--- config.mk ---
export PLATFORM = sky130hd
export DESIGN_NAME = string_to_unsigned_parser
export DESIGN_NICKNAME = d
export VERILOG_FILES = /design/src/stup_pkg.sv /design/src/string_to_unsigned_parser.sv /design/src/stup_front.sv /design/src/stup_queue.sv /design/src/stup_back.sv
export SDC_FILE = /design/constraint.sdc
export NUM_CORES = 1
export LEC_CHECK = 0
export BUFFER_PORTS_ARGS = -buffer_cell sky130_fd_sc_hd__buf_2
export CAP_MARGIN = 40
export CORE_MARGIN = 1.5
export CORE_UTILIZATION = 55
export DETAILED_ROUTE_END_ITERATION = 8
export GPL_TIMING_DRIVEN = 0
export PLACE_DENSITY = 0.84
export SLEW_MARGIN = 15
export SYNTH_ARGS = -nofsm -noshare
export SYNTH_HDL_FRONTEND = slang
export SYNTH_SLANG_ARGS = --single-unit
export TNS_END_PERCENT = 30
--- constraint.sdc ---
create_clock -name clk -period 8.1 [get_ports clk]
set_clock_uncertainty 0.1 [all_clocks]
set_input_delay 0.81 -clock clk [delete_from_list [all_inputs] [get_ports clk]]
set_output_delay 0.81 -clock clk [all_outputs]
set_load 0.01 [all_outputs]
--- src/stup_pkg.sv ---
// ----------------------------------------------------------------------------
// String-to-unsigned parser package
// Shared types, constants and the character classifier used by the front
// end, the word queue and the back end.
// ----------------------------------------------------------------------------
package stup_pkg;

	// Width of the converted value and of the multiply-add result
	localparam int VALUE_W = 64;
	localparam int RADIX_W = 6;
	localparam int MAC_W   = VALUE_W + RADIX_W + 1;

	// Queue depth between front and back
	localparam int QDEPTH  = 4;
	localparam int QPTR_W  = $clog2(QDEPTH);
	localparam int QCNT_W  = $clog2(QDEPTH + 1);

	// Radix codes
	localparam logic [RADIX_W-1:0] RADIX_AUTO = 6'd0;
	localparam logic [RADIX_W-1:0] RADIX_BIN  = 6'd2;
	localparam logic [RADIX_W-1:0] RADIX_OCT  = 6'd8;
	localparam logic [RADIX_W-1:0] RADIX_DEC  = 6'd10;
	localparam logic [RADIX_W-1:0] RADIX_HEX  = 6'd16;
	localparam logic [RADIX_W-1:0] RADIX_MAX  = 6'd36;

	// Digit value for a byte that is no digit in any radix
	localparam logic [RADIX_W-1:0] DIG_NONE   = 6'd63;

	// Characters
	localparam logic [7:0] CH_NUL   = 8'h00;
	localparam logic [7:0] CH_TAB   = 8'h09;
	localparam logic [7:0] CH_LF    = 8'h0A;
	localparam logic [7:0] CH_VT    = 8'h0B;
	localparam logic [7:0] CH_FF    = 8'h0C;
	localparam logic [7:0] CH_CR    = 8'h0D;
	localparam logic [7:0] CH_SPACE = 8'h20;
	localparam logic [7:0] CH_PLUS  = 8'h2B;
	localparam logic [7:0] CH_MINUS = 8'h2D;
	localparam logic [7:0] CH_0     = 8'h30;
	localparam logic [7:0] CH_9     = 8'h39;
	localparam logic [7:0] CH_UA    = 8'h41;
	localparam logic [7:0] CH_UB    = 8'h42;
	localparam logic [7:0] CH_UX    = 8'h58;
	localparam logic [7:0] CH_UZ    = 8'h5A;
	localparam logic [7:0] CH_LA    = 8'h61;
	localparam logic [7:0] CH_LB    = 8'h62;
	localparam logic [7:0] CH_LX    = 8'h78;
	localparam logic [7:0] CH_LZ    = 8'h7A;

	// Parser phase
	typedef enum logic [2:0] {
		PH_WS,
		PH_SIGN,
		PH_ZERO,
		PH_DIG,
		PH_DONE,
		PH_BAD
	} phase_t;

	// Result status
	typedef enum logic [1:0] {
		ST_OK        = 2'd0,
		ST_RANGE     = 2'd1,
		ST_BAD_RADIX = 2'd2
	} status_t;

	// Classified word as it travels from front to back
	typedef struct packed {
		logic [RADIX_W-1:0] dig;       // digit value, DIG_NONE if none
		logic [RADIX_W-1:0] radix;     // radix register at acceptance
		logic               radix_bad; // radix above 36
		logic               is_nul;
		logic               is_space;
		logic               is_minus;
		logic               is_plus;
		logic               is_zero;
		logic               is_x;
		logic               is_b;
		logic               last;
	} cls_t;

	// Classify one character
	function automatic cls_t classify(input logic [7:0] ch, input logic lst,
		input logic [RADIX_W-1:0] rdx);
		cls_t c;
		logic [7:0] d8;
		c  = '0;
		d8 = 8'hFF;
		if (ch >= CH_0 && ch <= CH_9)
			d8 = ch - CH_0;
		else if (ch >= CH_LA && ch <= CH_LZ)
			d8 = ch - CH_LA + 8'd10;
		else if (ch >= CH_UA && ch <= CH_UZ)
			d8 = ch - CH_UA + 8'd10;
		c.dig       = (d8 == 8'hFF) ? DIG_NONE : d8[RADIX_W-1:0];
		c.radix     = rdx;
		c.radix_bad = rdx > RADIX_MAX;
		c.is_nul    = ch == CH_NUL;
		c.is_space  = ch == CH_SPACE || ch == CH_FF || ch == CH_LF ||
			ch == CH_CR || ch == CH_TAB || ch == CH_VT;
		c.is_minus  = ch == CH_MINUS;
		c.is_plus   = ch == CH_PLUS;
		c.is_zero   = ch == CH_0;
		c.is_x      = ch == CH_LX || ch == CH_UX;
		c.is_b      = ch == CH_LB || ch == CH_UB;
		c.last      = lst;
		return c;
	endfunction

endpackage

--- src/string_to_unsigned_parser.sv ---
// ----------------------------------------------------------------------------
// String-to-unsigned parser
// Converts a character stream, one word per character, to an unsigned
// value with white-space skip, sign, radix prefix and overflow detection.
// ----------------------------------------------------------------------------
// Path: a last word passes the front stage, the word queue and the result
// register. Throughput: one word per cycle while char_stall is low; the
// 64 by 6 multiply-add of the digit accumulate sets the cycle.
// Reset: arst_n clears the parse state, the queue and the result valid; the
// radix register returns to 0 (automatic radix).
module string_to_unsigned_parser (
	input  logic                         clk,
	input  logic                         arst_n,
	input  logic                         cfg_we,
	input  logic [stup_pkg::RADIX_W-1:0] cfg_wdata,
	input  logic [7:0]                   character,
	input  logic                         last,
	input  logic                         char_valid,
	output logic                         char_stall,
	output logic [63:0]                  value,
	output logic [1:0]                   status,
	output logic                         result_valid,
	input  logic                         result_stall
);

	logic [stup_pkg::RADIX_W-1:0] radix_q;
	stup_pkg::cls_t               push_word;
	stup_pkg::cls_t               head;
	logic                         push_valid;
	logic                         queue_full;
	logic                         head_valid;
	logic                         pop;

	// Radix register
	always_ff @(posedge clk or negedge arst_n) begin
		if (!arst_n)
			radix_q <= stup_pkg::RADIX_AUTO;
		else if (cfg_we)
			radix_q <= cfg_wdata;
	end

	stup_front u_front (
		.clk        (clk),
		.arst_n     (arst_n),
		.character  (character),
		.last       (last),
		.char_valid (char_valid),
		.char_stall (char_stall),
		.radix      (radix_q),
		.push_word  (push_word),
		.push_valid (push_valid),
		.queue_full (queue_full)
	);

	stup_queue u_queue (
		.clk        (clk),
		.arst_n     (arst_n),
		.push       (push_valid),
		.push_word  (push_word),
		.full       (queue_full),
		.pop        (pop),
		.head       (head),
		.head_valid (head_valid)
	);

	stup_back u_back (
		.clk          (clk),
		.arst_n       (arst_n),
		.head         (head),
		.head_valid   (head_valid),
		.pop          (pop),
		.value        (value),
		.status       (status),
		.result_valid (result_valid),
		.result_stall (result_stall)
	);

endmodule

--- src/stup_front.sv ---
// ----------------------------------------------------------------------------
// String-to-unsigned parser front end
// Takes character words, classifies them and holds them in one register
// stage until the queue has room.
// ----------------------------------------------------------------------------
module stup_front (
	input  logic                          clk,
	input  logic                          arst_n,
	input  logic [7:0]                    character,
	input  logic                          last,
	input  logic                          char_valid,
	output logic                          char_stall,
	input  logic [stup_pkg::RADIX_W-1:0]  radix,
	output stup_pkg::cls_t                push_word,
	output logic                          push_valid,
	input  logic                          queue_full
);

	logic           valid_s1;
	stup_pkg::cls_t cls_s1;
	logic           load;
	logic           push;

	// Stage moves on when the queue takes it
	assign push       = valid_s1 && !queue_full;
	assign char_stall = valid_s1 && queue_full;
	assign load       = char_valid && !char_stall;

	// Stage valid
	always_ff @(posedge clk or negedge arst_n) begin
		if (!arst_n)
			valid_s1 <= 1'b0;
		else if (load)
			valid_s1 <= 1'b1;
		else if (push)
			valid_s1 <= 1'b0;
	end

	// Classified word
	always_ff @(posedge clk) begin
		if (load)
			cls_s1 <= stup_pkg::classify(character, last, radix);
	end

	assign push_word  = cls_s1;
	assign push_valid = push;

endmodule

--- src/stup_queue.sv ---
// ----------------------------------------------------------------------------
// String-to-unsigned parser word queue
// Small FIFO of classified words between front and back end.
// ----------------------------------------------------------------------------
module stup_queue (
	input  logic           clk,
	input  logic           arst_n,
	input  logic           push,
	input  stup_pkg::cls_t push_word,
	output logic           full,
	input  logic           pop,
	output stup_pkg::cls_t head,
	output logic           head_valid
);

	stup_pkg::cls_t                   mem_q [stup_pkg::QDEPTH];
	logic [stup_pkg::QPTR_W-1:0]      wr_ptr_q;
	logic [stup_pkg::QPTR_W-1:0]      rd_ptr_q;
	logic [stup_pkg::QCNT_W-1:0]      count_q;

	assign full       = count_q == stup_pkg::QCNT_W'(stup_pkg::QDEPTH);
	assign head_valid = count_q != '0;
	assign head       = mem_q[rd_ptr_q];

	// Storage
	always_ff @(posedge clk) begin
		if (push)
			mem_q[wr_ptr_q] <= push_word;
	end

	// Pointers and fill count
	always_ff @(posedge clk or negedge arst_n) begin
		if (!arst_n) begin
			wr_ptr_q <= '0;
			rd_ptr_q <= '0;
			count_q  <= '0;
		end else begin
			if (push)
				wr_ptr_q <= wr_ptr_q + 1'b1;
			if (pop)
				rd_ptr_q <= rd_ptr_q + 1'b1;
			if (push && !pop)
				count_q <= count_q + 1'b1;
			else if (pop && !push)
				count_q <= count_q - 1'b1;
		end
	end

	// Never beyond depth
	a_count_range: assert property (@(posedge clk) disable iff (!arst_n)
		count_q <= stup_pkg::QCNT_W'(stup_pkg::QDEPTH))
		else $error("queue count beyond depth");

endmodule

--- src/stup_back.sv ---
// ----------------------------------------------------------------------------
// String-to-unsigned parser back end
// Runs the parse state machine on queued words, accumulates digits with an
// exact overflow check and holds the result for the output side.
// ----------------------------------------------------------------------------
module stup_back (
	input  logic                 clk,
	input  logic                 arst_n,
	input  stup_pkg::cls_t       head,
	input  logic                 head_valid,
	output logic                 pop,
	output logic [63:0]          value,
	output logic [1:0]           status,
	output logic                 result_valid,
	input  logic                 result_stall
);

	localparam int VW = stup_pkg::VALUE_W;
	localparam int MW = stup_pkg::MAC_W;
	localparam int RW = stup_pkg::RADIX_W;

	stup_pkg::phase_t  phase_q, phase_n;
	logic              neg_q, neg_n;
	logic [VW-1:0]     acc_q, acc_n;
	logic [RW-1:0]     wr_q, wr_n;
	logic              rerr_q, rerr_n;

	logic              dig_en;
	logic [RW-1:0]     dig_r;
	logic [MW-1:0]     mac;
	logic              ovf;

	logic              out_valid_q;
	logic [VW-1:0]     res_acc_q;
	logic              res_neg_q;
	stup_pkg::status_t res_status_q;
	stup_pkg::status_t st_n;
	logic [VW-1:0]     res_val;

	// A last word needs the result register free
	assign pop = head_valid && (!head.last || !out_valid_q || !result_stall);

	// Next state, prefix handling and digit multiply-add
	always_comb begin
		phase_n = phase_q;
		neg_n   = neg_q;
		acc_n   = acc_q;
		wr_n    = wr_q;
		rerr_n  = rerr_q;
		dig_en  = 1'b0;
		dig_r   = wr_q;
		unique case (phase_q)
			stup_pkg::PH_WS: begin
				wr_n = head.radix;
				if (head.radix_bad)
					phase_n = stup_pkg::PH_BAD;
				else if (head.is_nul)
					phase_n = stup_pkg::PH_DONE;
				else if (head.is_space)
					phase_n = stup_pkg::PH_WS;
				else if (head.is_minus) begin
					neg_n   = 1'b1;
					phase_n = stup_pkg::PH_SIGN;
				end else if (head.is_plus)
					phase_n = stup_pkg::PH_SIGN;
				else if (head.is_zero && (head.radix == stup_pkg::RADIX_AUTO ||
					head.radix == stup_pkg::RADIX_HEX ||
					head.radix == stup_pkg::RADIX_BIN))
					phase_n = stup_pkg::PH_ZERO;
				else begin
					dig_en = 1'b1;
					dig_r  = (head.radix == stup_pkg::RADIX_AUTO) ?
						stup_pkg::RADIX_DEC : head.radix;
				end
			end
			stup_pkg::PH_SIGN: begin
				if (head.is_zero && (wr_q == stup_pkg::RADIX_AUTO ||
					wr_q == stup_pkg::RADIX_HEX || wr_q == stup_pkg::RADIX_BIN))
					phase_n = stup_pkg::PH_ZERO;
				else begin
					dig_en = 1'b1;
					dig_r  = (wr_q == stup_pkg::RADIX_AUTO) ?
						stup_pkg::RADIX_DEC : wr_q;
				end
			end
			stup_pkg::PH_ZERO: begin
				if (head.is_x) begin
					if (wr_q == stup_pkg::RADIX_BIN)
						phase_n = stup_pkg::PH_DONE;
					else begin
						wr_n    = stup_pkg::RADIX_HEX;
						phase_n = stup_pkg::PH_DIG;
					end
				end else if (head.is_b) begin
					if (wr_q == stup_pkg::RADIX_HEX)
						phase_n = stup_pkg::PH_DONE;
					else begin
						wr_n    = stup_pkg::RADIX_BIN;
						phase_n = stup_pkg::PH_DIG;
					end
				end else begin
					dig_en = 1'b1;
					dig_r  = (wr_q == stup_pkg::RADIX_AUTO) ?
						stup_pkg::RADIX_OCT : wr_q;
				end
			end
			stup_pkg::PH_DIG: begin
				dig_en = 1'b1;
			end
			stup_pkg::PH_DONE, stup_pkg::PH_BAD: begin
				phase_n = phase_q;
			end
			default: begin
				phase_n = stup_pkg::PH_DONE;
			end
		endcase

		// acc * r + d; anything above the value width is an overflow
		mac = MW'(acc_q) * MW'(dig_r) + MW'(head.dig);
		ovf = |mac[MW-1:VW];

		if (dig_en) begin
			wr_n    = dig_r;
			phase_n = stup_pkg::PH_DIG;
			if (head.is_nul || head.dig >= dig_r)
				phase_n = stup_pkg::PH_DONE;
			else if (ovf) begin
				acc_n   = '1;
				rerr_n  = 1'b1;
				phase_n = stup_pkg::PH_DONE;
			end else
				acc_n = mac[VW-1:0];
		end

		if (phase_n == stup_pkg::PH_BAD)
			st_n = stup_pkg::ST_BAD_RADIX;
		else if (rerr_n)
			st_n = stup_pkg::ST_RANGE;
		else
			st_n = stup_pkg::ST_OK;
	end

	// Parse state; cleared after each result
	always_ff @(posedge clk or negedge arst_n) begin
		if (!arst_n) begin
			phase_q <= stup_pkg::PH_WS;
			neg_q   <= 1'b0;
			acc_q   <= '0;
			wr_q    <= '0;
			rerr_q  <= 1'b0;
		end else if (pop) begin
			if (head.last) begin
				phase_q <= stup_pkg::PH_WS;
				neg_q   <= 1'b0;
				acc_q   <= '0;
				wr_q    <= '0;
				rerr_q  <= 1'b0;
			end else begin
				phase_q <= phase_n;
				neg_q   <= neg_n;
				acc_q   <= acc_n;
				wr_q    <= wr_n;
				rerr_q  <= rerr_n;
			end
		end
	end

	// Result valid
	always_ff @(posedge clk or negedge arst_n) begin
		if (!arst_n)
			out_valid_q <= 1'b0;
		else if (pop && head.last)
			out_valid_q <= 1'b1;
		else if (!result_stall)
			out_valid_q <= 1'b0;
	end

	// Result payload; errors carry all ones and no sign
	always_ff @(posedge clk) begin
		if (pop && head.last) begin
			res_status_q <= st_n;
			res_acc_q    <= (st_n == stup_pkg::ST_OK) ? acc_n : '1;
			res_neg_q    <= (st_n == stup_pkg::ST_OK) && neg_n;
		end
	end

	assign res_val      = res_neg_q ? (VW'(0) - res_acc_q) : res_acc_q;
	assign value        = 64'(res_val);
	assign status       = 2'(res_status_q);
	assign result_valid = out_valid_q;

	// State is fresh after every result
	a_clear_after_result: assert property (@(posedge clk) disable iff (!arst_n)
		pop && head.last |=> phase_q == stup_pkg::PH_WS && acc_q == '0 && !neg_q)
		else $error("state not cleared after result");

	// A range error always leaves a saturated accumulator
	a_sat_on_range: assert property (@(posedge clk) disable iff (!arst_n)
		rerr_q |-> acc_q == '1 && phase_q == stup_pkg::PH_DONE)
		else $error("range error without saturation");

	// Digits only accumulate under a usable radix
	a_dig_radix: assert property (@(posedge clk) disable iff (!arst_n)
		phase_q == stup_pkg::PH_DIG |-> wr_q != '0 && wr_q <= stup_pkg::RADIX_MAX)
		else $error("digit phase with unusable radix");

endmodule
==> flow_summary.ini <==
[run_status]
status = complete, but fails checks
violations = negative setup slack

[power]
switching_share_pct = 49.66
switchingPower_w = 0.007070
power_density_nw_per_um2 = 455.0
vdd_drop_max_uv = 361.2
seqPwrFrac_pct = 20.3
clockPowerShare_pct = 9.1
p_comb_share_pct = 70.6
leakage_nw = 13.17
p_int_w = 0.007166

[floorplan]
start_util_pct = 55.62
pin_count = 88
die_x_um = 219.5
die-area_um2 = 48180
die_h_um = 219.5
fp.coreArea_um2 = 46360
std_cell_rows = 79

[placed_design]
gp_congestion = 1.011
dp_hpwl_um = 64470
place_inst = 3221
io_buffer_count = 86
post-place-ws_ps = -2993
placed_cell_area_um2 = 27290

[synthesis]
syn_inst = 2514
syn-num-nets = 2959
synth-edff-count = 172
ys.flop_type = edfxtp_1
yosysWarnings = 0
synth-seq-cells = 262
async_flop_share_pct = 34.35
avgSynthCellArea_um2 = 10.26
yosysSeqAreaShare_pct = 28.77
syn_area_um2 = 25780
synth_cell_type_count = 83

[timing]
tns_ps = -34090
final-setup-viol-count = 134
rsz0062_at_grt = true
hold_violations = 0
fin_ws_ps = -413.9
slew_headroom_pct = 39.16
drv_slew = 0
min_period_over_period_pct = 105.1
worst_pin_slew_ps = 901.2
fmax_mhz = 117.5
min_period_ps = 8514

[global_routing]
grt_max_degree = 78
grt_overflow = 0
grt_pass1_wl_um = 133800
grt_pass1_vias = 22930
grtUsageTotal_pct = 36.83
antenna_found_initial = 1

[clock_tree]
cts.clk_slew.worst_paths_ps = 60
cts_buffers = 28
cts_sinks = 262
cts_buffer_depth = 3
worstSkewPairLatency_ps = 580
cts_root_buf = clkbuf_16
htree_levels = 1
tritoncts = yes

[worst_setup_path]
critPathMaxStageDelay_ps = 540
worstSetupPathType = reg2reg
r2r_start = u_queue.rd_ptr_q[0]
crit_path_start = u_queue.rd_ptr_q[0]
cp_common_cell = buf_6
endpoint_kind = flop
slowest_stage = fa_1
critPathLaunchType = flop
critPathMaxFanout = 10
crit_arrival_ps = 8700
required_ps = 8290

[drt]
firstDrtPassIters = 8
dr.first_iter.drc_count = 2295
drt_wl_total_um = 89750
route.detailed.drc = 0
viasPerCell = 6.676
postRouteAntennaNets = 0
wl_per_cell_um = 26.63
vias = 22500

[cells_and_area]
fin_area_um2 = 31290
layout-drive-gt1-share_pct = 22.13
fin_cells = 3370
post-route-util_pct = 67.49
mostFrequentLayoutCells = 251 x fa_1, 226 x nor2b_1, 172 x edfxtp_1, 154 x a21oi_1, 140 x ha_1
area_delta_synth_final_pct = 21.35
n_fill_cell = 3297
layout_commonest_cell = fa_1
multi_input_area_um2 = 18870
nets = 3184
sequential_cell_area_um2 = 7418

[min_path]
hp-class = in2reg
worstHoldStart = last

[run]
cap_violations = 0
power by group through the flow:
stage	Clock, W	Sequential (W)	Combinational, W
after floorplan	0	0.00256	0.00501
after global placement	0	0.00282	0.00717
after detailed placement	0	0.00283	0.00751
after CTS	0.00128	0.00282	0.00889
after global routing	0.00134	0.00291	0.0105
final	0.00130	0.00289	0.0101
layer usage:
| metal | up-vias | global-route usage, % | share of wire, % |
|---|---|---|---|
| li1 | 9387 | - | - |
| met1 | 11120 | 44.74 | 36 |
| met2 | 1546 | 59.20 | 46 |
| met3 | 444 | 8.944 | 10 |
| met4 | 2 | 22.88 | 7.7 |
| met5 | - | 0 | 0.017 |
through the flow:
stage                     hold slack [ps]  power, W
after floorplan                     336.4  0.007579
after global placement              359.5  0.009990
after detailed placement            354.7   0.01034
after CTS                           308.0   0.01299
after global routing                315.5   0.01479
final                               320.5   0.01424
final cells by class:
type	count	area share (%)
antenna	2	0.01600
inverter	78	0.9438
clock buffer	38	2.428
tap	607	2.428
multi-input combinational	2021	60.30
clock inverter	14	0.4719
buffer	129	3.711
sequential	262	23.71
timing repair buffer	219	5.987
cell usage after synthesis (8+ instances only):
library cell | n | area share [%]
mux2_2 | 10 | 0.44
ha_1 | 172 | 8.3
xnor2_1 | 105 | 3.6
nor4_1 | 45 | 1.1
fa_1 | 253 | 20
or3_1 | 21 | 0.51
nand3_1 | 22 | 0.43
edfxtp_1 | 172 | 20
dfrtp_1 | 90 | 8.7
a21boi_0 | 9 | 0.26
inv_1 | 78 | 1.1
nand2b_1 | 11 | 0.27
o22a_1 | 29 | 0.99
a21o_1 | 17 | 0.49
xor2_1 | 30 | 1.0
o21bai_1 | 12 | 0.35
o21ai_0 | 113 | 2.2
o31ai_1 | 29 | 0.84
clkbuf_1 | 108 | 1.6
o21a_1 | 15 | 0.44
nor2b_1 | 259 | 6.3
a211oi_1 | 12 | 0.35
o211ai_1 | 8 | 0.23
nand2_1 | 138 | 2.0
and2_1 | 135 | 3.3
a31oi_1 | 89 | 2.2
nor2_1 | 108 | 1.6
mux4_2 | 21 | 1.8
nand4_1 | 35 | 0.85
a21oi_1 | 182 | 3.5
buf_2 | 31 | 0.60
nor3_1 | 24 | 0.47
critical path, delay by kind of cell (launching register included):
kind	cells	cell delay, ps
buffers and inverters	11	1840
and+or+nand+nor	10	2050
adders and majority gates	5	2200
DFF	1	390
xor gates and xnor gates	1	100
AOI/OAI and AO/OA	5	1060
muxes	1	480
state kept, by name (all words and copies together) (netlist names), 3 cells and up:
signal             cells
u_queue.count_q        3
u_back.res_acc_q      64
u_queue.mem_q         84
u_back.wr_q            6
u_front.push_word     21
u_back.phase_q         3
u_back.acc_q          64
radix_q                6
worst paths after layout:
path	end	cells after the start	slack (ps)
setup / recovery	u_back.res_acc_q[45]	33	-410
hold / removal	u_front.push_word[0]	1	320
setup reg to reg	u_back.res_acc_q[45]	33	-410
hold reg to reg	u_front.push_word[9]	0	380
max in group asynchronous	u_back.acc_q[27]	3	6670
min in group asynchronous	u_back.result_valid	2	530
what timing repair did:
item / CTS / global route
pin swaps: 66 / 70
gates cloned: 7 / 2
setup buffers: 74 / 35
endpoints found under the setup margin: 134 / 134
hold buffers: 1 / 0
resized for setup: 291 / 219
hold endpoints to repair: 13 / 0
cell families after synthesis:
logic type	count (synthesis)	synth area share, %
fa+ha+maj	425	27.99
flops	262	28.77
mux	35	2.426
xor+xnor	135	4.586
simple gates	850	18.46
compound gates	576	14.14
buf+inv	231	3.635
Note: power is estimated with default switching activity, not from simulation.
